===== src/rtl/ean13_pkg.sv =====
// types, code tables and helper functions for the ean-13 segment encoder
// no dependencies
`timescale 1ns / 1ps
`default_nettype none

package ean13_pkg;

  localparam int unsigned NumDigits = 12;
  localparam int unsigned NumSegs   = 15;

  typedef enum logic [1:0] {
    ST_OK       = 2'd0,
    ST_MISMATCH = 2'd1,
    ST_BADNIB   = 2'd2
  } status_e;

  typedef struct packed {
    logic [47:0] digits;
    logic [3:0]  chk;
    status_e     status;
  } item_t;

  typedef struct packed {
    logic  push;
    item_t item;
  } wr_t;

  typedef struct packed {
    logic  valid;
    item_t item;
  } rd_t;

  localparam logic [6:0] GuardSide = 7'b0000101;
  localparam logic [6:0] GuardMid  = 7'b0001010;
  localparam logic [2:0] LenSide   = 3'd3;
  localparam logic [2:0] LenMid    = 3'd5;
  localparam logic [2:0] LenDigit  = 3'd7;

  localparam logic [3:0] SegStart = 4'd0;
  localparam logic [3:0] SegMid   = 4'd7;
  localparam logic [3:0] SegEnd   = 4'd14;

  // digit code in l, g or r set
  function automatic logic [6:0] code_l(input logic [3:0] d);
    logic [6:0] c;
    unique case (d)
      4'd0: c = 7'h0D;
      4'd1: c = 7'h19;
      4'd2: c = 7'h13;
      4'd3: c = 7'h3D;
      4'd4: c = 7'h23;
      4'd5: c = 7'h31;
      4'd6: c = 7'h2F;
      4'd7: c = 7'h3B;
      4'd8: c = 7'h37;
      4'd9: c = 7'h0B;
      default: c = 7'h00;
    endcase
    return c;
  endfunction

  function automatic logic [6:0] code_g(input logic [3:0] d);
    logic [6:0] c;
    unique case (d)
      4'd0: c = 7'h27;
      4'd1: c = 7'h33;
      4'd2: c = 7'h1B;
      4'd3: c = 7'h21;
      4'd4: c = 7'h1D;
      4'd5: c = 7'h39;
      4'd6: c = 7'h05;
      4'd7: c = 7'h11;
      4'd8: c = 7'h09;
      4'd9: c = 7'h17;
      default: c = 7'h00;
    endcase
    return c;
  endfunction

  function automatic logic [6:0] code_r(input logic [3:0] d);
    logic [6:0] c;
    unique case (d)
      4'd0: c = 7'h72;
      4'd1: c = 7'h66;
      4'd2: c = 7'h6C;
      4'd3: c = 7'h42;
      4'd4: c = 7'h5C;
      4'd5: c = 7'h4E;
      4'd6: c = 7'h50;
      4'd7: c = 7'h44;
      4'd8: c = 7'h48;
      4'd9: c = 7'h74;
      default: c = 7'h00;
    endcase
    return c;
  endfunction

  // parity row of the first digit, msb is the first left digit, 1 selects g
  function automatic logic [5:0] parity_row(input logic [3:0] d);
    logic [5:0] p;
    unique case (d)
      4'd0: p = 6'b000000;
      4'd1: p = 6'b001011;
      4'd2: p = 6'b001101;
      4'd3: p = 6'b001110;
      4'd4: p = 6'b010011;
      4'd5: p = 6'b011001;
      4'd6: p = 6'b011100;
      4'd7: p = 6'b010101;
      4'd8: p = 6'b010110;
      4'd9: p = 6'b011010;
      default: p = 6'b000000;
    endcase
    return p;
  endfunction

  // check digit from the weighted sum, mod 10 by reciprocal multiply
  function automatic logic [3:0] check_of(input logic [7:0] sum);
    logic [15:0] prod;
    logic [4:0]  quo;
    logic [7:0]  rem;
    prod = {8'd0, sum} * 16'd205;
    quo  = prod[15:11];
    rem  = sum - 8'({quo, 3'd0} + {2'd0, quo, 1'b0});
    return (rem[3:0] == 4'd0) ? 4'd0 : 4'(4'd10 - rem[3:0]);
  endfunction

endpackage

`default_nettype wire


===== src/rtl/ean13_barcode_encoder.sv =====
// ean-13 segment encoder: a code in, fifteen segments or one error result out
// path: a code is registered in the front end and queued; each segment is registered in the back end
// throughput: one segment per cycle while m_axis_tready is high, so one code per fifteen segments (one on error),
//   set by the back end segment counter; the front end runs ahead into a 2-deep queue
// reset: rst_ni asynchronous active low clears all valid flags, pointers and counters
// depends on ean13_pkg, ean_front, ean_queue, ean_back
`timescale 1ns / 1ps
`default_nettype none

module ean13_barcode_encoder (
  input  wire logic        clk_i,
  input  wire logic        rst_ni,
  input  wire logic        s_axis_tvalid,
  output      logic        s_axis_tready,
  input  wire logic [55:0] s_axis_tdata,   // digits_bcd[51:0], zero pad
  input  wire logic        s_axis_tuser,   // check_given
  output      logic        m_axis_tvalid,
  input  wire logic        m_axis_tready,
  output      logic [15:0] m_axis_tdata,   // pattern[6:0], pattern_len, check_digit, status
  output      logic        m_axis_tlast
);
  import ean13_pkg::*;

  wr_t        wr;
  rd_t        rd;
  logic       full, pop;
  logic [6:0] pattern;
  logic [2:0] pattern_len;
  logic [3:0] check_digit;
  logic [1:0] status;

  ean_front u_front (
    .clk_i         (clk_i),
    .rst_ni        (rst_ni),
    .in_valid_i    (s_axis_tvalid),
    .in_ready_o    (s_axis_tready),
    .digits_bcd_i  (s_axis_tdata[51:0]),
    .check_given_i (s_axis_tuser),
    .q_full_i      (full),
    .wr_o          (wr)
  );

  ean_queue u_queue (
    .clk_i  (clk_i),
    .rst_ni (rst_ni),
    .wr_i   (wr),
    .full_o (full),
    .rd_o   (rd),
    .pop_i  (pop)
  );

  ean_back u_back (
    .clk_i         (clk_i),
    .rst_ni        (rst_ni),
    .rd_i          (rd),
    .pop_o         (pop),
    .out_valid_o   (m_axis_tvalid),
    .out_ready_i   (m_axis_tready),
    .pattern_o     (pattern),
    .pattern_len_o (pattern_len),
    .check_digit_o (check_digit),
    .status_o      (status),
    .last_o        (m_axis_tlast)
  );

  assign m_axis_tdata = {status, check_digit, pattern_len, pattern};

endmodule

`default_nettype wire


===== src/rtl/ean_front.sv =====
// front end: accepts codes, checks nibbles, forms the check digit and status
// depends on ean13_pkg
`timescale 1ns / 1ps
`default_nettype none

module ean_front (
  input  wire logic               clk_i,
  input  wire logic               rst_ni,
  input  wire logic               in_valid_i,
  output      logic               in_ready_o,
  input  wire logic [51:0]        digits_bcd_i,
  input  wire logic               check_given_i,
  input  wire logic               q_full_i,
  output      ean13_pkg::wr_t     wr_o
);
  import ean13_pkg::*;

  logic        v_q, v_d;
  logic [51:0] bcd_q;
  logic        verify_q;
  logic [7:0]  sum_q, sum_d;
  logic        bad_q, bad_d;
  logic        take, push;
  logic [3:0]  chk;

  assign push       = v_q && !q_full_i;
  assign in_ready_o = !v_q || !q_full_i;
  assign take       = in_valid_i && in_ready_o;

  // weighted sum and nibble range check of the incoming code
  always_comb begin
    logic [3:0] d;
    sum_d = 8'd0;
    bad_d = 1'b0;
    for (int i = 0; i < NumDigits; i++) begin
      d = digits_bcd_i[51 - 4*i -: 4];
      sum_d = sum_d + ((i % 2 == 1) ? 8'({d, 1'b0} + {1'b0, d}) : {4'd0, d});
      if (d > 4'd9) bad_d = 1'b1;
    end
    if (check_given_i && digits_bcd_i[3:0] > 4'd9) bad_d = 1'b1;
  end

  always_comb begin
    v_d = v_q;
    if (take) v_d = 1'b1;
    else if (push) v_d = 1'b0;
  end

  always_ff @(posedge clk_i or negedge rst_ni) begin
    if (!rst_ni) begin
      v_q <= 1'b0;
    end else begin
      v_q <= v_d;
    end
  end

  always_ff @(posedge clk_i) begin
    if (take) begin
      bcd_q    <= digits_bcd_i;
      verify_q <= check_given_i;
      sum_q    <= sum_d;
      bad_q    <= bad_d;
    end
  end

  assign chk = check_of(sum_q);

  always_comb begin
    wr_o.push        = push;
    wr_o.item.digits = bcd_q[51:4];
    wr_o.item.chk    = chk;
    priority if (bad_q) begin
      wr_o.item.status = ST_BADNIB;
      wr_o.item.chk    = 4'd0;
    end else if (verify_q && bcd_q[3:0] != chk) begin
      wr_o.item.status = ST_MISMATCH;
    end else begin
      wr_o.item.status = ST_OK;
    end
  end

endmodule

`default_nettype wire


===== src/rtl/ean_queue.sv =====
// short queue of classified codes between front and back
// depends on ean13_pkg
`timescale 1ns / 1ps
`default_nettype none

module ean_queue (
  input  wire logic            clk_i,
  input  wire logic            rst_ni,
  input  wire ean13_pkg::wr_t  wr_i,
  output      logic            full_o,
  output      ean13_pkg::rd_t  rd_o,
  input  wire logic            pop_i
);
  import ean13_pkg::*;

  localparam int unsigned Depth = 2;
  localparam int unsigned PtrW  = $clog2(Depth);

  item_t           mem_q [Depth];
  logic [PtrW-1:0] wp_q, wp_d, rp_q, rp_d;
  logic [PtrW:0]   cnt_q, cnt_d;
  logic            do_pop;

  assign full_o   = cnt_q == (PtrW+1)'(Depth);
  assign rd_o.valid = cnt_q != '0;
  assign rd_o.item  = mem_q[rp_q];
  assign do_pop   = pop_i && rd_o.valid;

  always_comb begin
    wp_d  = wp_q;
    rp_d  = rp_q;
    cnt_d = cnt_q;
    if (wr_i.push) begin
      wp_d = (wp_q == PtrW'(Depth - 1)) ? '0 : PtrW'(wp_q + 1'b1);
    end
    if (do_pop) begin
      rp_d = (rp_q == PtrW'(Depth - 1)) ? '0 : PtrW'(rp_q + 1'b1);
    end
    if (wr_i.push && !do_pop) cnt_d = cnt_q + 1'b1;
    else if (!wr_i.push && do_pop) cnt_d = cnt_q - 1'b1;
  end

  always_ff @(posedge clk_i or negedge rst_ni) begin
    if (!rst_ni) begin
      wp_q  <= '0;
      rp_q  <= '0;
      cnt_q <= '0;
    end else begin
      wp_q  <= wp_d;
      rp_q  <= rp_d;
      cnt_q <= cnt_d;
    end
  end

  always_ff @(posedge clk_i) begin
    if (wr_i.push) mem_q[wp_q] <= wr_i.item;
  end

endmodule

`default_nettype wire


===== src/rtl/ean_back.sv =====
// back end: steps through the fifteen segments of the head code, or gives one result for an error code
// depends on ean13_pkg
`timescale 1ns / 1ps
`default_nettype none

module ean_back (
  input  wire logic            clk_i,
  input  wire logic            rst_ni,
  input  wire ean13_pkg::rd_t  rd_i,
  output      logic            pop_o,
  output      logic            out_valid_o,
  input  wire logic            out_ready_i,
  output      logic [6:0]      pattern_o,
  output      logic [2:0]      pattern_len_o,
  output      logic [3:0]      check_digit_o,
  output      logic [1:0]      status_o,
  output      logic            last_o
);
  import ean13_pkg::*;

  logic [3:0] seg_q, seg_d;
  logic       ov_q, ov_d;
  logic [6:0] pat_q, pat_d;
  logic [2:0] len_q, len_d;
  logic [3:0] chk_q;
  status_e    st_q;
  logic       last_q, last_d;
  logic       load;
  logic [3:0] idx, dig, first;
  logic [5:0] prow;
  logic       gsel;

  assign load  = rd_i.valid && (!ov_q || out_ready_i);
  assign pop_o = load && last_d;

  assign first = rd_i.item.digits[47:44];
  assign prow  = parity_row(first);
  assign idx   = (seg_q < SegMid) ? seg_q : 4'(seg_q - 1'b1);
  assign dig   = (idx == 4'(NumDigits)) ? rd_i.item.chk
               : rd_i.item.digits[47 - 4*idx -: 4];
  assign gsel  = prow[3'(4'd6 - seg_q)];

  always_comb begin
    pat_d  = 7'd0;
    len_d  = 3'd0;
    last_d = 1'b0;
    if (rd_i.item.status != ST_OK) begin
      last_d = 1'b1;
    end else if (seg_q == SegStart) begin
      pat_d = GuardSide;
      len_d = LenSide;
    end else if (seg_q == SegMid) begin
      pat_d = GuardMid;
      len_d = LenMid;
    end else if (seg_q == SegEnd) begin
      pat_d  = GuardSide;
      len_d  = LenSide;
      last_d = 1'b1;
    end else if (seg_q < SegMid) begin
      pat_d = gsel ? code_g(dig) : code_l(dig);
      len_d = LenDigit;
    end else begin
      pat_d = code_r(dig);
      len_d = LenDigit;
    end
  end

  always_comb begin
    seg_d = seg_q;
    if (load) seg_d = last_d ? SegStart : 4'(seg_q + 1'b1);
    ov_d = ov_q;
    if (load) ov_d = 1'b1;
    else if (out_ready_i) ov_d = 1'b0;
  end

  always_ff @(posedge clk_i or negedge rst_ni) begin
    if (!rst_ni) begin
      seg_q <= SegStart;
      ov_q  <= 1'b0;
    end else begin
      seg_q <= seg_d;
      ov_q  <= ov_d;
    end
  end

  always_ff @(posedge clk_i) begin
    if (load) begin
      pat_q  <= pat_d;
      len_q  <= len_d;
      chk_q  <= rd_i.item.chk;
      st_q   <= rd_i.item.status;
      last_q <= last_d;
    end
  end

  assign out_valid_o   = ov_q;
  assign pattern_o     = pat_q;
  assign pattern_len_o = len_q;
  assign check_digit_o = chk_q;
  assign status_o      = st_q;
  assign last_o        = last_q;

endmodule

`default_nettype wire


===== config.mk =====
export PLATFORM = sky130hd
export DESIGN_NAME = ean13_barcode_encoder
export DESIGN_NICKNAME = d
export VERILOG_FILES = /design/src/rtl/ean13_pkg.sv /design/src/rtl/ean13_barcode_encoder.sv /design/src/rtl/ean_front.sv /design/src/rtl/ean_queue.sv /design/src/rtl/ean_back.sv
export SDC_FILE = /design/constraint.sdc
export NUM_CORES = 1
export LEC_CHECK = 0
export ABC_AREA = 0
export BUFFER_PORTS_ARGS = -buffer_cell sky130_fd_sc_hd__buf_2
export CAP_MARGIN = 15
export CORE_ASPECT_RATIO = 1.5
export CORE_MARGIN = 3
export CORE_UTILIZATION = 50
export DETAILED_ROUTE_END_ITERATION = 8
export PLACE_DENSITY = 0.68
export SETUP_SLACK_MARGIN = 0.5
export SYNTH_ARGS = -nofsm -noshare
export SYNTH_HDL_FRONTEND = slang
export SYNTH_HIERARCHICAL = 1
export SYNTH_SLANG_ARGS = --single-unit

===== constraint.sdc =====
create_clock -name clk_i -period 17.9 [get_ports clk_i]
set_input_delay 1.79 -clock clk_i [delete_from_list [all_inputs] [get_ports clk_i]]
set_output_delay 1.79 -clock clk_i [all_outputs]
set_load 0.02 [all_outputs]

# Yosys cells after proc, flatten, opt, wreduce, memory -nomap -nowiden
# Memories as Yosys holds them, arrays and structs flattened.
# Cells that the tools add are included.
[word_totals] ff_bits=89 latch_bits=0 ramBits=108 rom_bits=368 in_bits=61 out_inout_bits=19 wordCells=131 mem_count=5
[op_classes] addsub=28 n_mul=1 div_mod_pow=0 n_lt_le_gt_ge=15 n_eq_ne=5 shifts=1 mux=32 bitwise_logic=0 n_reduce_logical=26
[mem_list] memory="u_queue.mem_q" depth=2 width=54 rd=1 rd_ports_with_merged_regs=0 write_ports=1 line="ean_queue.sv:19" text="item_t mem_q [Depth];"
[mem_list] memory="(no name shown)" depth=16 width=6 rd=1 rd_ports_with_merged_regs=0 write_ports=0 line="ean13_pkg.sv:64" text="unique case (d)"
[mem_list] memory="(no name shown)" depth=16 width=6 rd=1 rd_ports_with_merged_regs=0 write_ports=0 line="ean13_pkg.sv:46" text="unique case (d)"
[mem_list] memory="(no name shown)" depth=16 width=6 rd=1 rd_ports_with_merged_regs=0 write_ports=0 line="ean13_pkg.sv:82" text="unique case (d)"
[mem_list] memory="(no name shown)" depth=16 width=5 rd=1 rd_ports_with_merged_regs=0 write_ports=0 line="ean13_pkg.sv:101" text="unique case (d)"
[ops] operator="4-bit greater-than comparator (second input constant)" n=13
[ops] operator="51-bit by 33-bit indexed part select with 4-bit output" n=1
[ops] operator="8-bit by 4-bit adder with 8-bit output" n=5
[ops] operator="8-bit adder" n=5
[ops] operator="5-bit by 4-bit adder with 6-bit output" n=6
[ops] operator="4-bit 2-to-1 mux" n=7
[ops] operator="1-bit 2-to-1 mux" n=15
[ops] operator="8-bit by 8-bit multiplier with 14-bit output (second input constant)" n=1
[ops] operator="7-bit 2-to-1 mux" n=2
[ops] operator="12-bit OR reduction" n=1
[ops] operator="2-bit nonzero test" n=5
[ops] operator="1-bit logical AND" n=9
[ops] operator="3-bit 2-to-1 mux" n=3
[ops] operator="4-bit by 8-bit adder with 8-bit output" n=1
[ops] operator="4-bit == test (second input constant)" n=2
[ops] operator="4-bit logical NOT" n=2
[ops] operator="2-bit 2-to-1 mux" n=4
[ops] operator="6-bit by 6-bit subtractor with 7-bit output (first input constant)" n=1
[ops] operator="1-bit logical NOT" n=5
[ops] operator="4-bit by 1-bit adder with 4-bit output (second input constant)" n=1
[ops] operator="4-bit adder" n=1
[ops] operator="4-bit by 3-bit == test with 1-bit output (second input constant)" n=1
[ops] operator="3-bit by 4-bit < comparator with 1-bit output (second input constant)" n=1
[ops] operator="4-bit by 3-bit < comparator with 1-bit output (second input constant)" n=1
[ops] operator="other kinds (13)" n=15

# Logic depth before layout (Yosys ltp)
[logic_depth] depth_word=12 depth_mapped=23 ltp_nobuf=23

# By module
# The synthesis kept the hierarchy.
[modules_own_cells] mod="ean_front" n_inst=1 cells_each=495 area_each_um2=5891.9 seq_area_each_um2=1886.8
[modules_own_cells] mod="ean_queue" n_inst=1 cells_each=184 area_each_um2=4335.4 seq_area_each_um2=3343.2
[modules_own_cells] mod="ean_back" n_inst=1 cells_each=294 area_each_um2=2662.6 seq_area_each_um2=635.6

# Least setup slack after synthesis
# OpenSTA, ideal clock, no wires.
[synth_path] path_type="input port to flip-flop" startpoint="input s_axis_tdata[37]" endpoint="register u_front.sum_q[7] (data pin)" setup_ps=262 t_arrival_ps=6131 required_ps=17638 path_slack_ps=11507 stages=18 n_path_buf=0 cell_sequence="inv_1 > fa_1 > inv_1 > fa_1 > inv_1 > fa_1 > inv_1 > fa_1 > fa_1 > fa_1 > inv_1 > fa_1 > inv_1 > a21oi_1 > o21bai_1 > a21o_1 > a21oi_1 > xor2_1"
[synth_via] elab_chain_len=10
[synth_lines] element="start: declaration" line="ean13_barcode_encoder.sv:15" text="input wire logic [55:0] s_axis_tdata,"
[synth_lines] element="5-bit by 4-bit adder with 6-bit output" line="ean_front.sv:37" text="sum_d = sum_d + ((i % 2 == 1) ? 8'({d, 1'b0} + {1'b0, d}) : {4'd0, d});"
[synth_lines] element="8-bit adder" line="ean_front.sv:37"
[synth_lines] element="8-bit by 4-bit adder with 8-bit output" line="ean_front.sv:37"
[synth_lines] element="8-bit adder" line="ean_front.sv:37"
[synth_lines] element="8-bit by 4-bit adder with 8-bit output" line="ean_front.sv:37"
[synth_lines] element="8-bit adder" line="ean_front.sv:37"
[synth_lines] element="8-bit by 4-bit adder with 8-bit output" line="ean_front.sv:37"
[synth_lines] element="8-bit adder" line="ean_front.sv:37"
[synth_lines] element="8-bit by 4-bit adder with 8-bit output" line="ean_front.sv:37"
[synth_lines] element="8-bit adder" line="ean_front.sv:37"
[synth_lines] element="net u_front.sum_d[7]" line="ean_front.sv:21" text="logic [7:0] sum_q, sum_d;"
[synth_lines] element="end signal: assignment" line="ean_front.sv:61" text="sum_q <= sum_d;"
[synth_lines] element="end: declaration" line="ean_front.sv:21"
# The timed path passes the listed nets, and every way through them passes these cells.
# A chain may end at the register's enable or synchronous reset.

==> metrics.md <==
| Metric | Value |
|---|---|
| Vias in the first global route | `7,249` |
| Ys async rst share | `0.05076` |
| Clock latency on the worst-skew pair | `420 ps` |
| Most used DFF post-synth | `edfxtp_1` |
| GRT Util Overall | `0.1776` |
| Mapped Avg Cell Area | `13.25 sq um` |
| Chip Height | `202.6 um` |
| First-pass GRT wire length | `37.96 mm` |
| Synthesized area | `12,890 sq um` |
| Synthesis-to-layout area growth | `6.203%` |
| DR vias/cell | `5.372` |
| Min Tclk post-route | `6777 ps` |
| Setup bufs post-CTS | `0` |
| Post-cts hold buffer count | `0` |
| Slowest stage delay, CP | `550 ps` |
| Post-detail-place hpwl | `18.46 mm` |
| Final Hold Vio Count | `0` |
| # rows | `71` |
| R2r worst-path depth | `21` |
| Slew @ Worst Pin | `824.0 ps` |
| Multi-input logic area | `5922 sq um` |
| Wire length per cell | `17.85 um` |
| Crit end category | `flip-flop` |
| Post-route ant nets | `0` |
| H-tree Lvls | `4` |
| Final worst path period share | `0.3786` |
| CTS tree | `yes` |
| N_diodes | `0` |
| CP arrival | `7000 ps` |
| Cts bufs inserted | `17` |
| Sequential area share after synthesis | `0.4551` |
| Worst hold stages | `0` |
| Critical-path top delay cell | `fa_1` |
| Max Buffers Root-to-Sink | `2` |
| GPL Wtd Cong | `0.8474` |
| Die area | `27,780 sq um` |
| DR pass1 iterations | `5` |
| Clock transition at path regs | `70 ps` |
| Final slew viol count | `0` |
| Reg2Reg Setup Slack | `11,120 ps` |
| Worst EP required | `18,120 ps` |
| DRC viols | `0` |
| Register area | `5867 sq um` |
| Die Wd | `137.1 um` |
| Root buffer cell | `clkbuf_16` |
| Final setup vio count | `0` |
| Largest net degree at the start of global routing | `63` |
| Routed wire length | `23.76 mm` |
| Max Freq | `147.5 MHz` |
| Distinct cells, synth | `80` |
| Clock Skews | `7.569 ps` |
| Fill cells | `2,125` |
| Setup crit start kind | `flip-flop` |
| Instance count on the critical path | `21` |
| Critical path class | `reg -> reg` |
| Post-synth EDFFs | `187` |
| Kind of cell adding the most delay to the critical path | `adder cells` |
| Final global-route overflow total | `0` |
| Final net count | `1,216` |
| Syn nets | `1,199` |
| Initial drt markers | `550` |
| Via Count | `7,150` |
| Synth Register Bits | `197` |
| CP cell instances | `ha_1, fa_1, fa_1, inv_1, fa_1, inv_1, ha_1, a211oi_1, nor2_1, a211oi_1, o21bai_1, xor2_1, ha_1, or3b_1, and3_1, a32oi_1, a21oi_1, or4_4, and3_1, a211o_1, a311oi_2` |
| Share of post-route cells with drive strength above 1 | `0.1934` |
| Post-CTS sizing | `0` |
| Status | `complete, no violations` |
| PortBufs | `75` |
| # Max-Cap Violations | `0` |
| Cells after synthesis | `973` |
| CTS Sinks | `197` |
| Worst Path Buf+Inv | `2` |
| Area of the core | `25,230 sq um` |
| Initial core utilization | `0.5109` |
| RSZ-0062 raised after global routing | `false` |
| Relative slew slack | `0.4506` |
| WHS | `448.1 ps` |
| Ports | `80` |
| Hold Path Class | `reg -> reg` |
| Crit path max fanout | `4` |
| Total negative slack | `0 ps` |
| Ys Warns | `6` |
| Initial antenna violation count | `0` |
-- through the flow --
step | cells | cell area [sq um] | utilization | worst slack [ps]
6_report | 1331 | 13690 | 0.5426 | 11120
3_3_place_gp | 1299 | 13090 | 0.5186 | 11110
4_1_cts | 1331 | 13690 | 0.5426 | 11130
5_1_grt | 1331 | 13690 | 0.5426 | 10730
2_1_floorplan | 973 | 12890 | - | 11510
3_5_place_dp | 1299 | 13090 | 0.5186 | 11060
-- cell type report --
cell class                 count  share of cell area
sequential                   197              0.4286
inverter                     124             0.03400
multi-input combinational    569              0.4326
timing repair buffer          81             0.03071
tap                          328             0.02998
clock inverter                15             0.01307
clock buffer                  17             0.03108
-- registers in the layout, summed over array words and instances, names as in the netlist --
signal                flops
u_back/check_digit_o      4
u_back/last_o             1
u_back/out_valid_o        1
u_back/pattern_len_o      3
u_back/pattern_o          7
u_back/seg_q              4
u_back/status_o           2
u_front/bad_q             1
u_front/bcd_q            52
u_front/sum_q             8
u_front/v_q               1
u_front/verify_q          1
u_queue/cnt_q             2
u_queue/mem_q           108
u_queue/rp_q              1
u_queue/wp_q              1
-- final timing paths --
kind | start | to
hold reg to reg | u_front/bcd_q[42]$_DFFE_PP_ | u_queue/mem_q[1][44]$_DFFE_PP_
setup reg to reg | u_front/sum_q[1]$_DFFE_PP_ | u_queue/mem_q[0][0]$_DFFE_PP_
setup / recovery | u_front/sum_q[1]$_DFFE_PP_ | u_queue/mem_q[0][0]$_DFFE_PP_
hold / removal | u_front/bcd_q[42]$_DFFE_PP_ | u_queue/mem_q[1][44]$_DFFE_PP_
min in group asynchronous | rst_ni | u_queue/wp_q$_DFFE_PN0P_
max in group asynchronous | rst_ni | u_queue/rp_q$_DFFE_PN0P_
-- worst reg2reg max path, delay by kind of cell (launching register included) --
kind / cells / cell delay [ps]
buffers and inverters: 2 / 90
XOR/XNOR: 1 / 160
flip-flops: 1 / 480
AND/OR/NAND/NOR: 5 / 1450
AO/OA/AOI/OAI: 7 / 1770
adder cells (fa/ha/maj): 6 / 2630
-- Yosys cell counts, types with 4 or more instances --
library cell	n	area (sq um)
a21oi_1	34	170.2
mux4_1	9	236.5
nand2b_1	6	37.54
mux2_4	49	735.7
xnor2_1	16	140.1
o211ai_1	7	52.55
buf_4	56	420.4
mux2i_1	23	230.2
or2_2	4	25.02
o31ai_1	4	30.03
buf_2	7	35.03
edfxtp_1	187	5615
nand3_1	15	75.07
inv_1	123	461.7
a31oi_1	5	31.28
o21ai_0	34	170.2
nor2_1	25	93.84
fa_1	75	1501
xor2_1	15	131.4
nand2_1	33	123.9
and2_1	4	25.02
nor2b_1	11	68.82
o22ai_1	4	25.02
ha_1	90	1126
clkbuf_1	9	33.78
buf_12	5	100.1
nor4_1	4	25.02
o21bai_1	4	30.03
nor3_1	18	90.09
mux2_2	8	90.09
and3_1	5	31.28
a21o_1	4	30.03
dfrtp_1	10	250.2
-- layout by cell type, fill, tap and decap left out, drive strengths merged, types with 23 or more instances in the layout --
master / n
edfxtp: 187
inv: 133
ha: 90
buf: 81
fa: 75
mux2: 57
o21ai: 37
a21oi: 34
nand2: 33
nor2: 25
mux2i: 23
-- cells by family (layout without fill, tap and decap cells) --
logic type	count (synthesis)	after routing	synth area share
simple gates	145	145	0.05902
xor+xnor	31	31	0.02106
mux	91	91	0.1038
buf+inv	207	237	0.08629
compound gates	137	137	0.07096
flops	197	197	0.4551
fa+ha+maj	165	165	0.2038
-- routing by layer --
metal,track usage,wire length (um)
met5,0,0
met4,0.06312,641
met3,0.02504,628
met2,0.3226,13170
met1,0.2121,9326
Power is left out: the tool's default activity adds up to more than one toggle a clock period on the data nets, which glitch-free logic cannot reach.
